File: config.mk
export PLATFORM = sky130hd
export DESIGN_NAME = interval_set_insert_merge_flat
export DESIGN_NICKNAME = d
export VERILOG_FILES = /design/src/rtl/core/isim_pkg.sv /design/src/rtl/core/isim_cmd_if.sv /design/src/rtl/core/isim_res_if.sv /design/src/rtl/core/isim_ram.sv /design/src/rtl/core/interval_set_insert_merge.sv /design/src/flat_wrapper.sv
export SDC_FILE = /design/constraint.sdc
export NUM_CORES = 2
export LEC_CHECK = 0
export BUFFER_PORTS_ARGS = -buffer_cell sky130_fd_sc_hd__buf_2
export CAP_MARGIN = 25
export CELL_PAD_IN_SITES_DETAIL_PLACEMENT = 0
export CELL_PAD_IN_SITES_GLOBAL_PLACEMENT = 1
export CORE_MARGIN = 10
export CORE_UTILIZATION = 40
export DETAILED_ROUTE_END_ITERATION = 6
export PLACE_DENSITY = 0.62
export SYNTH_ARGS = -nofsm -noshare
export SYNTH_HDL_FRONTEND = slang
export SYNTH_HIERARCHICAL = 1
export SYNTH_SLANG_ARGS = --single-unit
File: constraint.sdc
create_clock -name clk -period 8.8 [get_ports clk]
set_input_delay 1.32 -clock clk [delete_from_list [all_inputs] [get_ports clk]]
set_output_delay 1.32 -clock clk [all_outputs]
set_load 0.005 [all_outputs]
File: src/rtl/core/isim_pkg.sv
// shared types and codes for the interval set insert and merge block
package isim_pkg;

  // command codes
  localparam logic [1:0] CMD_INSERT = 2'd0;
  localparam logic [1:0] CMD_READ   = 2'd1;
  localparam logic [1:0] CMD_CLEAR  = 2'd2;

  // status codes
  localparam logic [1:0] ST_OK    = 2'd0;
  localparam logic [1:0] ST_FULL  = 2'd1;
  localparam logic [1:0] ST_RANGE = 2'd2;

  // one table entry
  typedef struct packed {
    logic signed [31:0] low;
    logic signed [31:0] high;
  } span_t;

  // sequencer states
  typedef enum logic [3:0] {
    S_IDLE,
    S_SCAN_RD,
    S_SCAN_CHK,
    S_ABS_RD,
    S_ABS_CHK,
    S_MERGE_WR,
    S_MOVE_RD,
    S_MOVE_WR,
    S_INS_WR,
    S_ENTRY,
    S_FIN_LO,
    S_FIN_HI,
    S_FIN_CAP,
    S_DONE
  } state_t;

endpackage

File: src/rtl/core/isim_cmd_if.sv
// command channel: valid/ready with one command transaction
interface isim_cmd_if;
  logic               valid;
  logic               ready;
  logic [1:0]         command;
  logic signed [31:0] value_a;
  logic signed [31:0] value_b;
  logic [3:0]         entry_index;

  modport source (output valid, command, value_a, value_b, entry_index, input ready);
  modport sink (input valid, command, value_a, value_b, entry_index, output ready);
endinterface

File: src/rtl/core/isim_res_if.sv
// result channel: valid/ready with one result transaction
interface isim_res_if;
  logic               valid;
  logic               ready;
  logic [1:0]         status;
  logic signed [31:0] result_low;
  logic signed [31:0] result_high;
  logic [4:0]         entry_count;

  modport source (output valid, status, result_low, result_high, entry_count, input ready);
  modport sink (input valid, status, result_low, result_high, entry_count, output ready);
endinterface

File: src/rtl/core/isim_ram.sv
// generic single write, single read ram with registered read data
module isim_ram #(
  parameter int WIDTH = 64,
  parameter int DEPTH = 16
) (
  input  logic                     clk,
  input  logic                     we,
  input  logic [$clog2(DEPTH)-1:0] waddr,
  input  logic [WIDTH-1:0]         wdata,
  input  logic [$clog2(DEPTH)-1:0] raddr,
  output logic [WIDTH-1:0]         rdata
);

  logic [WIDTH-1:0] mem [DEPTH];

  always_ff @(posedge clk) begin
    if (we) begin
      mem[waddr] <= wdata;
    end
    rdata <= mem[raddr];
  end

endmodule

File: src/rtl/core/interval_set_insert_merge.sv
// Sorted set of disjoint signed 32-bit intervals held in one ram of MAX_INTERVALS
// entries. A sequencer serves one command transaction at a time. A read fetches the
// indexed entry, or reports an out-of-range status when the index is at or beyond
// the count. An insert into an empty table writes the first entry. Any other insert
// scans the table entry by entry, then shifts entries up, absorbs and compacts
// following entries, or appends, and ends with two ram reads for the overall range.
// A finished result also waits for the output register to free up. A new command is
// taken while the previous result still waits at the output. Data read from entries
// at or above the current count is never used.
module interval_set_insert_merge #(
  parameter int MAX_INTERVALS = 16
) (
  input logic        clk,
  input logic        rst,
  isim_cmd_if.sink   cmd,
  isim_res_if.source res
);

  localparam int IW = $clog2(MAX_INTERVALS);
  localparam int CW = $clog2(MAX_INTERVALS + 1);

  isim_pkg::state_t state, state_next;

  logic [CW-1:0]      count;
  logic [CW-1:0]      i_ptr, j_ptr, src, dst;
  logic               grow;
  logic signed [31:0] lo, hi;
  isim_pkg::span_t    cur;
  logic [1:0]         st;
  logic signed [31:0] r_low, r_high;

  logic               ram_we;
  logic [IW-1:0]      ram_waddr, ram_raddr;
  isim_pkg::span_t    ram_wdata, rdata;

  logic               accept;
  logic               out_free;
  logic signed [31:0] a_min, a_max;
  logic signed [32:0] hi_p1, lo_v, e_low, e_hi_p1, cur_hi_p1;
  logic               gap_before, gap_after, reaches, full;

  isim_ram #(.WIDTH(64), .DEPTH(MAX_INTERVALS)) u_ram (
    .clk  (clk),
    .we   (ram_we),
    .waddr(ram_waddr),
    .wdata(ram_wdata),
    .raddr(ram_raddr),
    .rdata(rdata)
  );

  assign cmd.ready = (state == isim_pkg::S_IDLE) && !rst;
  assign accept    = cmd.valid && cmd.ready;
  assign out_free  = !res.valid || res.ready;
  assign full      = (count == CW'(MAX_INTERVALS));

  // order the endpoints
  assign a_min = (cmd.value_a < cmd.value_b) ? cmd.value_a : cmd.value_b;
  assign a_max = (cmd.value_a < cmd.value_b) ? cmd.value_b : cmd.value_a;

  // touch tests in 33 bits so the plus one never wraps
  assign hi_p1      = {hi[31], hi} + 33'd1;
  assign lo_v       = {lo[31], lo};
  assign e_low      = {rdata.low[31], rdata.low};
  assign e_hi_p1    = {rdata.high[31], rdata.high} + 33'd1;
  assign cur_hi_p1  = {cur.high[31], cur.high} + 33'd1;
  assign gap_before = hi_p1 < e_low;
  assign gap_after  = e_hi_p1 < lo_v;
  assign reaches    = cur_hi_p1 >= e_low;

  // next state and ram control
  always_comb begin
    state_next = state;
    ram_we     = 1'b0;
    ram_waddr  = '0;
    ram_wdata  = '0;
    ram_raddr  = '0;
    case (state)
      isim_pkg::S_IDLE: begin
        if (accept) begin
          case (cmd.command)
            isim_pkg::CMD_READ: begin
              ram_raddr  = IW'(cmd.entry_index);
              state_next = (32'(cmd.entry_index) < 32'(count)) ? isim_pkg::S_ENTRY
                                                               : isim_pkg::S_DONE;
            end
            isim_pkg::CMD_INSERT: begin
              if (count == '0) begin
                ram_we     = 1'b1;
                ram_wdata  = {a_min, a_max};
                state_next = isim_pkg::S_FIN_LO;
              end else begin
                state_next = isim_pkg::S_SCAN_RD;
              end
            end
            default: state_next = isim_pkg::S_FIN_LO;
          endcase
        end
      end
      isim_pkg::S_SCAN_RD: begin
        ram_raddr  = i_ptr[IW-1:0];
        state_next = isim_pkg::S_SCAN_CHK;
      end
      isim_pkg::S_SCAN_CHK: begin
        if ((32'(i_ptr) + 32'd1 < 32'(count)) && gap_after) begin
          state_next = isim_pkg::S_SCAN_RD;
        end else if (gap_before) begin
          state_next = full ? isim_pkg::S_FIN_LO : isim_pkg::S_MOVE_RD;
        end else if (gap_after) begin
          if (!full) begin
            ram_we    = 1'b1;
            ram_waddr = count[IW-1:0];
            ram_wdata = {lo, hi};
          end
          state_next = isim_pkg::S_FIN_LO;
        end else begin
          state_next = isim_pkg::S_ABS_RD;
        end
      end
      isim_pkg::S_ABS_RD: begin
        ram_raddr  = j_ptr[IW-1:0];
        state_next = (j_ptr < count) ? isim_pkg::S_ABS_CHK : isim_pkg::S_MERGE_WR;
      end
      isim_pkg::S_ABS_CHK: begin
        state_next = reaches ? isim_pkg::S_ABS_RD : isim_pkg::S_MERGE_WR;
      end
      isim_pkg::S_MERGE_WR: begin
        ram_we     = 1'b1;
        ram_waddr  = i_ptr[IW-1:0];
        ram_wdata  = cur;
        state_next = (j_ptr == i_ptr + CW'(1)) ? isim_pkg::S_FIN_LO : isim_pkg::S_MOVE_RD;
      end
      isim_pkg::S_MOVE_RD: begin
        ram_raddr = src[IW-1:0];
        if (!grow && src >= count) begin
          state_next = isim_pkg::S_FIN_LO;
        end else begin
          state_next = isim_pkg::S_MOVE_WR;
        end
      end
      isim_pkg::S_MOVE_WR: begin
        ram_we    = 1'b1;
        ram_wdata = rdata;
        if (grow) begin
          ram_waddr  = IW'(src + CW'(1));
          state_next = (src == i_ptr) ? isim_pkg::S_INS_WR : isim_pkg::S_MOVE_RD;
        end else begin
          ram_waddr  = dst[IW-1:0];
          state_next = isim_pkg::S_MOVE_RD;
        end
      end
      isim_pkg::S_INS_WR: begin
        ram_we     = 1'b1;
        ram_waddr  = i_ptr[IW-1:0];
        ram_wdata  = {lo, hi};
        state_next = isim_pkg::S_FIN_LO;
      end
      isim_pkg::S_ENTRY:   state_next = isim_pkg::S_DONE;
      isim_pkg::S_FIN_LO: begin
        ram_raddr  = '0;
        state_next = (count == '0) ? isim_pkg::S_DONE : isim_pkg::S_FIN_HI;
      end
      isim_pkg::S_FIN_HI: begin
        ram_raddr  = IW'(count - CW'(1));
        state_next = isim_pkg::S_FIN_CAP;
      end
      isim_pkg::S_FIN_CAP: state_next = isim_pkg::S_DONE;
      isim_pkg::S_DONE: begin
        if (out_free) begin
          state_next = isim_pkg::S_IDLE;
        end
      end
      default: state_next = isim_pkg::S_IDLE;
    endcase
  end

  // state and count
  always_ff @(posedge clk) begin
    if (rst) begin
      state     <= isim_pkg::S_IDLE;
      count     <= '0;
      res.valid <= 1'b0;
    end else begin
      state <= state_next;
      if (state == isim_pkg::S_DONE && out_free) begin
        res.valid <= 1'b1;
      end else if (res.valid && res.ready) begin
        res.valid <= 1'b0;
      end
      case (state)
        isim_pkg::S_IDLE: begin
          if (accept && cmd.command == isim_pkg::CMD_CLEAR) begin
            count <= '0;
          end else if (accept && cmd.command == isim_pkg::CMD_INSERT && count == '0) begin
            count <= CW'(1);
          end
        end
        isim_pkg::S_SCAN_CHK: begin
          if (!((32'(i_ptr) + 32'd1 < 32'(count)) && gap_after) && !gap_before &&
              gap_after && !full) begin
            count <= count + CW'(1);
          end
        end
        isim_pkg::S_MOVE_RD: begin
          if (!grow && src >= count) begin
            count <= dst;
          end
        end
        isim_pkg::S_INS_WR: count <= count + CW'(1);
        default: ;
      endcase
    end
  end

  // datapath registers
  always_ff @(posedge clk) begin
    case (state)
      isim_pkg::S_IDLE: begin
        lo     <= a_min;
        hi     <= a_max;
        i_ptr  <= '0;
        r_low  <= '0;
        r_high <= '0;
        st     <= (accept && cmd.command == isim_pkg::CMD_READ &&
                   !(32'(cmd.entry_index) < 32'(count))) ? isim_pkg::ST_RANGE
                                                         : isim_pkg::ST_OK;
      end
      isim_pkg::S_SCAN_CHK: begin
        if ((32'(i_ptr) + 32'd1 < 32'(count)) && gap_after) begin
          i_ptr <= i_ptr + CW'(1);
        end else if (gap_before || gap_after) begin
          if (full) begin
            st <= isim_pkg::ST_FULL;
          end
          grow <= 1'b1;
          src  <= count - CW'(1);
        end else begin
          cur.low  <= (lo < rdata.low) ? lo : rdata.low;
          cur.high <= (hi > rdata.high) ? hi : rdata.high;
          j_ptr    <= i_ptr + CW'(1);
        end
      end
      isim_pkg::S_ABS_CHK: begin
        if (reaches) begin
          if (rdata.high > cur.high) begin
            cur.high <= rdata.high;
          end
          j_ptr <= j_ptr + CW'(1);
        end
      end
      isim_pkg::S_MERGE_WR: begin
        grow <= 1'b0;
        src  <= j_ptr;
        dst  <= i_ptr + CW'(1);
      end
      isim_pkg::S_MOVE_WR: begin
        if (grow) begin
          src <= src - CW'(1);
        end else begin
          src <= src + CW'(1);
          dst <= dst + CW'(1);
        end
      end
      isim_pkg::S_ENTRY: begin
        r_low  <= rdata.low;
        r_high <= rdata.high;
      end
      isim_pkg::S_FIN_HI:  r_low  <= rdata.low;
      isim_pkg::S_FIN_CAP: r_high <= rdata.high;
      isim_pkg::S_DONE: begin
        if (out_free) begin
          res.status      <= st;
          res.result_low  <= r_low;
          res.result_high <= r_high;
          res.entry_count <= 5'(count);
        end
      end
      default: ;
    endcase
  end

  // checks
  a_count_bound: assert property (@(posedge clk) disable iff (rst)
    count <= CW'(MAX_INTERVALS))
    else $error("entry count beyond table depth");

  a_clear_empties: assert property (@(posedge clk) disable iff (rst)
    accept && cmd.command == isim_pkg::CMD_CLEAR |=> count == '0)
    else $error("clear did not empty the table");

  a_range_zero: assert property (@(posedge clk) disable iff (rst)
    res.valid && res.status == isim_pkg::ST_RANGE |-> res.result_low == 0 &&
    res.result_high == 0)
    else $error("out of range read returned nonzero bounds");

  a_done_delivers: assert property (@(posedge clk) disable iff (rst)
    state == isim_pkg::S_DONE && out_free |=> res.valid && state == isim_pkg::S_IDLE)
    else $error("finished transaction not presented");

endmodule
File: src/flat_wrapper.sv
// flat-port wrapper written by rule: the top's interface ports become plain ports
module interval_set_insert_merge_flat 
#(
  parameter int MAX_INTERVALS = 16
)
  (clk, rst, cmd_valid, cmd_command, cmd_value_a, cmd_value_b, cmd_entry_index, cmd_ready, res_valid, res_status, res_result_low, res_result_high, res_entry_count, res_ready);
  isim_cmd_if cmd_i ();
  isim_res_if res_i ();
  input logic clk;
  input logic rst;
  input wire logic [$bits(cmd_i.valid)-1:0] cmd_valid;
  input wire logic [$bits(cmd_i.command)-1:0] cmd_command;
  input wire logic [$bits(cmd_i.value_a)-1:0] cmd_value_a;
  input wire logic [$bits(cmd_i.value_b)-1:0] cmd_value_b;
  input wire logic [$bits(cmd_i.entry_index)-1:0] cmd_entry_index;
  output wire logic [$bits(cmd_i.ready)-1:0] cmd_ready;
  output wire logic [$bits(res_i.valid)-1:0] res_valid;
  output wire logic [$bits(res_i.status)-1:0] res_status;
  output wire logic [$bits(res_i.result_low)-1:0] res_result_low;
  output wire logic [$bits(res_i.result_high)-1:0] res_result_high;
  output wire logic [$bits(res_i.entry_count)-1:0] res_entry_count;
  input wire logic [$bits(res_i.ready)-1:0] res_ready;
  assign cmd_i.valid = cmd_valid;
  assign cmd_i.command = cmd_command;
  assign cmd_i.value_a = cmd_value_a;
  assign cmd_i.value_b = cmd_value_b;
  assign cmd_i.entry_index = cmd_entry_index;
  assign cmd_ready = cmd_i.ready;
  assign res_valid = res_i.valid;
  assign res_status = res_i.status;
  assign res_result_low = res_i.result_low;
  assign res_result_high = res_i.result_high;
  assign res_entry_count = res_i.entry_count;
  assign res_i.ready = res_ready;
  interval_set_insert_merge #(.MAX_INTERVALS(MAX_INTERVALS)) u_core (.clk(clk), .rst(rst), .cmd(cmd_i), .res(res_i));
endmodule
==> impl_metrics.ini <==
[pwr]
switchingPower_mw = 9.19
ir_worst_vdd_uv = 217
power_frac_clock_pct = 24.8
power_frac_comb_pct = 34.8
leakage_nw = 24.2
seqPwrFrac_pct = 40.4
internal_power_mw = 15.7
finalPower_mw = 24.9
pwr_density_cell_mw_per_mm2 = 352
p_sw_share_pct = 36.9

[floorplan]
fp.dieW_um = 415
row_count = 145
die_area_mm2 = 0.173
die_h_um = 415
pin_count = 147
core_mm2 = 0.156
initial_core_util_pct = 40.1

[setup_path]
reg2reg_to = u_core/u_ram/mem[1][36]$_DFFE_PP_
worst_path_most_repeated_cell = nand4_1
r2r_setup_slack_ns = 1.17
critical-path-slowest-cell = nor2_4
crit_path_max_fanout = 23
cp_cell_sequence = ha_1 > nand4_1 > nor3_1 > and3_1 > nand4_1 > nor3_1 > a21boi_0 > ha_1 > nand4_1 > or4_1 > o211ai_1 > a21oi_1 > xnor2_1 > nor3_2 > or2_1 > or3_1 > or3b_2 > nor2_4 > buf_4
path_class = reg2reg
r2r_cells = 19
critPathMaxStageDelay_ns = 0.61
cp-start-kind = flip-flop
cp.required_ns = 9.22
critPathArrivalTime_ns = 8.05
end_kind = flip-flop
worst_r2r_startpoint = u_core/hi[1]$_DFFE_PP_

[clocking]
hold_buffers = 0
clkLatencyLatePin_ns = 0.79
cts.sinks = 1384
htreeDepth = 4
cts_buffers = 149
cts_max_path_buffers = 3
cts_root_buffer = clkbuf_16
clk_pin_slew_ns = 0.06
post_cts_buffers = 0
tritoncts = done
cts.repair.resized = 0

[synth]
ys_seq_elements = 1384
synth-edff-count = 1310
syn-num-nets = 4396
ys_warn_count = 6
synth_async_sr_flop_share_pct = 0
syn_avg_cell_area_um2 = 15.4
synthFlopType = edfxtp_1
synthCells = 4073
ys_seq_area_share_pct = 65.3
yosysUniqueCellTypes = 73
netlist_area_mm2 = 0.0625

[routing]
postRouteAntennaNets = 0
vias = 38000
drcViolationCount = 3
dr.pass1.iters = 7
drt_iter0_drc = 4503
drt_wl_total_um = 194000
drt-vias-per-instance = 5.94
wl_per_cell_um = 30.3

[timing]
fmax_mhz = 131
finalSetupViolations = 0
maxSlewViolCount = 0
relSlewSlack_pct = 13.5
report.final.hold_viol_count = 0
finalCritPeriodShare_pct = 86.8
setup_ws_ns = 1.17
min_period_ns = 7.63
worst_pin_slew_ns = 1.30
holdWs_ns = 0.409
finalClockSkew_ns = 0.0348
finalSetupTns_ns = 0
rsz0062_at_grt = false

[hold_path]
min_to = u_core/res.result_high[24]$_DFFE_PP_
hp-start = u_core/r_high[24]$_SDFFCE_PN0P_
whs_path_depth = 0
hp-class = reg2reg

[place]
dp_hpwl_um = 127000
routabilityCongestion = 0.865
port_buffers = 146
place_ws_ns = 1.23

[job]
cap_viol_max_count = 0

[grt]
grt_max_degree = 123
overflow = 0
grt_pass1_vias = 38100
grt_first_pass_wirelength_um = 278000
antenna_found_initial = 16
grt_usage_pct = 22.0

[finish]
nNetsFinal = 4550
fillers = 13500
syn2layout_area_growth_pct = 13.1
drive_above_1_share_pct = 18.7
utilization_pct = 45.4

[outcome]
status = complete, but fails checks
violations = DRC
==> layout by cell type, fill, tap and decap left out, types with 16 or more instances in the layout <==
cell type / count
xor2_1: 26
buf_4: 56
inv_1: 187
a31oi_1: 36
clkbuf_1: 28
nand4_1: 76
mux2i_1: 52
nand2_1: 361
a21oi_1: 119
a221o_1: 57
nor2_4: 16
a22oi_1: 135
clkinv_1: 29
nor2_1: 157
dfxtp_1: 73
buf_2: 146
a21o_1: 49
o31ai_1: 35
a211oi_1: 16
o21ai_0: 127
edfxtp_1: 1310
nand3_1: 74
ha_1: 248
buf_12: 19
clkinv_2: 21
and3_1: 17
clkbuf_16: 152
mux2_2: 68
a222oi_1: 56
mux4_2: 256
xnor2_1: 97
nor3_1: 34
==> cell families (layout without fill, tap and decap cells) <==
| logic type | count (synthesis) | in the layout | share of synthesized area (%) |
|---|---|---|---|
| multiplexers | 377 | 377 | 11.3 |
| AND/OR/NAND/NOR | 820 | 820 | 5.94 |
| buffers and inverters | 410 | 682 | 2.78 |
| other | 0 | 4 | 0 |
| AO/OA/AOI/OAI | 710 | 710 | 8.01 |
| flip-flops | 1384 | 1384 | 65.3 |
| XOR/XNOR | 123 | 123 | 1.72 |
| adder cells (fa/ha/maj) | 249 | 249 | 4.98 |
==> stage by stage <==
stage | instance area (um2) | instances
finish | 70700 | 6407
global route | 70700 | 6405
CTS | 70700 | 6402
detailed placement | 65900 | 6133
global placement | 65900 | 6132
floorplan | 62500 | 4073
==> worst max-delay path: cells and delay by family, from the launching register on <==
kind / cells / cell delay [ns]
flops: 1 / 0.51
buf+inv: 1 / 0.49
fa+ha+maj: 2 / 0.65
simple gates: 12 / 4.90
compound gates: 3 / 0.43
xor+xnor: 1 / 0.25
==> flip-flops by register name (all words and copies together), names as in the netlist, 32 cells and up <==
signal / flops
u_core/res.result_high: 32
u_core/cur: 64
u_core/u_ram/mem: 1024
u_core/r_high: 32
u_core/r_low: 32
u_core/hi: 32
u_core/u_ram/rdata: 64
u_core/res.result_low: 32
u_core/lo: 32
==> power by group through the flow <==
stage	clock network (mW)	registers, mW	logic (mW)
final	6.18	10.1	8.67
after global placement	0	10.1	8.60
after detailed placement	0	10.2	8.60
after floorplan	0	9.60	5.70
after global routing	6.57	10.1	9.43
after CTS	6.32	10.0	8.64
==> cells in the mapped netlist, types with 76 or more instances <==
| master | count | share of area, % |
|---|---|---|
| inv_1 | 188 | 1.1 |
| edfxtp_1 | 1310 | 63 |
| a22oi_1 | 135 | 1.6 |
| clkbuf_1 | 125 | 0.75 |
| xnor2_1 | 97 | 1.4 |
| nand4_1 | 76 | 0.76 |
| nor2_1 | 173 | 1.0 |
| mux4_2 | 256 | 9.2 |
| nand2_1 | 361 | 2.2 |
| a21oi_1 | 119 | 0.95 |
| o21ai_0 | 128 | 1.0 |
| ha_1 | 249 | 5.0 |
==> final cells by class <==
| type | count | area, um2 | share of cell area, % |
|---|---|---|---|
| sequential | 1384 | 40800 | 57.7 |
| timing repair buffer | 223 | 1570 | 2.22 |
| multi-input combinational | 2279 | 20200 | 28.6 |
| antenna | 4 | 10.0 | 0.0142 |
| clock buffer | 187 | 4010 | 5.66 |
| tap | 2058 | 2570 | 3.64 |
| inverter | 190 | 714 | 1.01 |
| clock inverter | 82 | 782 | 1.11 |
==> worst max-delay path by stage <==
stage,startpoint,endpoint,slack (ns),depth (start not counted)
2_1_floorplan,u_core/hi[5]$_DFFE_PP_,u_core/u_ram/mem[12][0]$_DFFE_PP_,-0.57,19
3_3_place_gp,u_core/hi[1]$_DFFE_PP_,u_core/u_ram/mem[1][6]$_DFFE_PP_,1.27,19
6_report,u_core/hi[1]$_DFFE_PP_,u_core/u_ram/mem[1][36]$_DFFE_PP_,1.17,19
4_1_cts,u_core/hi[1]$_DFFE_PP_,u_core/u_ram/mem[1][36]$_DFFE_PP_,1.18,19
5_1_grt,u_core/u_ram/rdata[2]$_DFF_P_,u_core/u_ram/mem[1][2]$_DFFE_PP_,0.71,22
3_5_place_dp,u_core/hi[1]$_DFFE_PP_,u_core/u_ram/mem[1][42]$_DFFE_PP_,1.23,19
==> routing by layer <==
layer | routed length (um) | up-vias | global-route usage [%]
met1 | 82400 | 19700 | 30.4
met2 | 89900 | 1552 | 34.6
met5 | 9 | - | 0
met4 | 6940 | 2 | 8.03
met3 | 14900 | 322 | 4.20
li1 | - | 16500 | -
No activity file was read; power rests on OpenSTA's default activity.
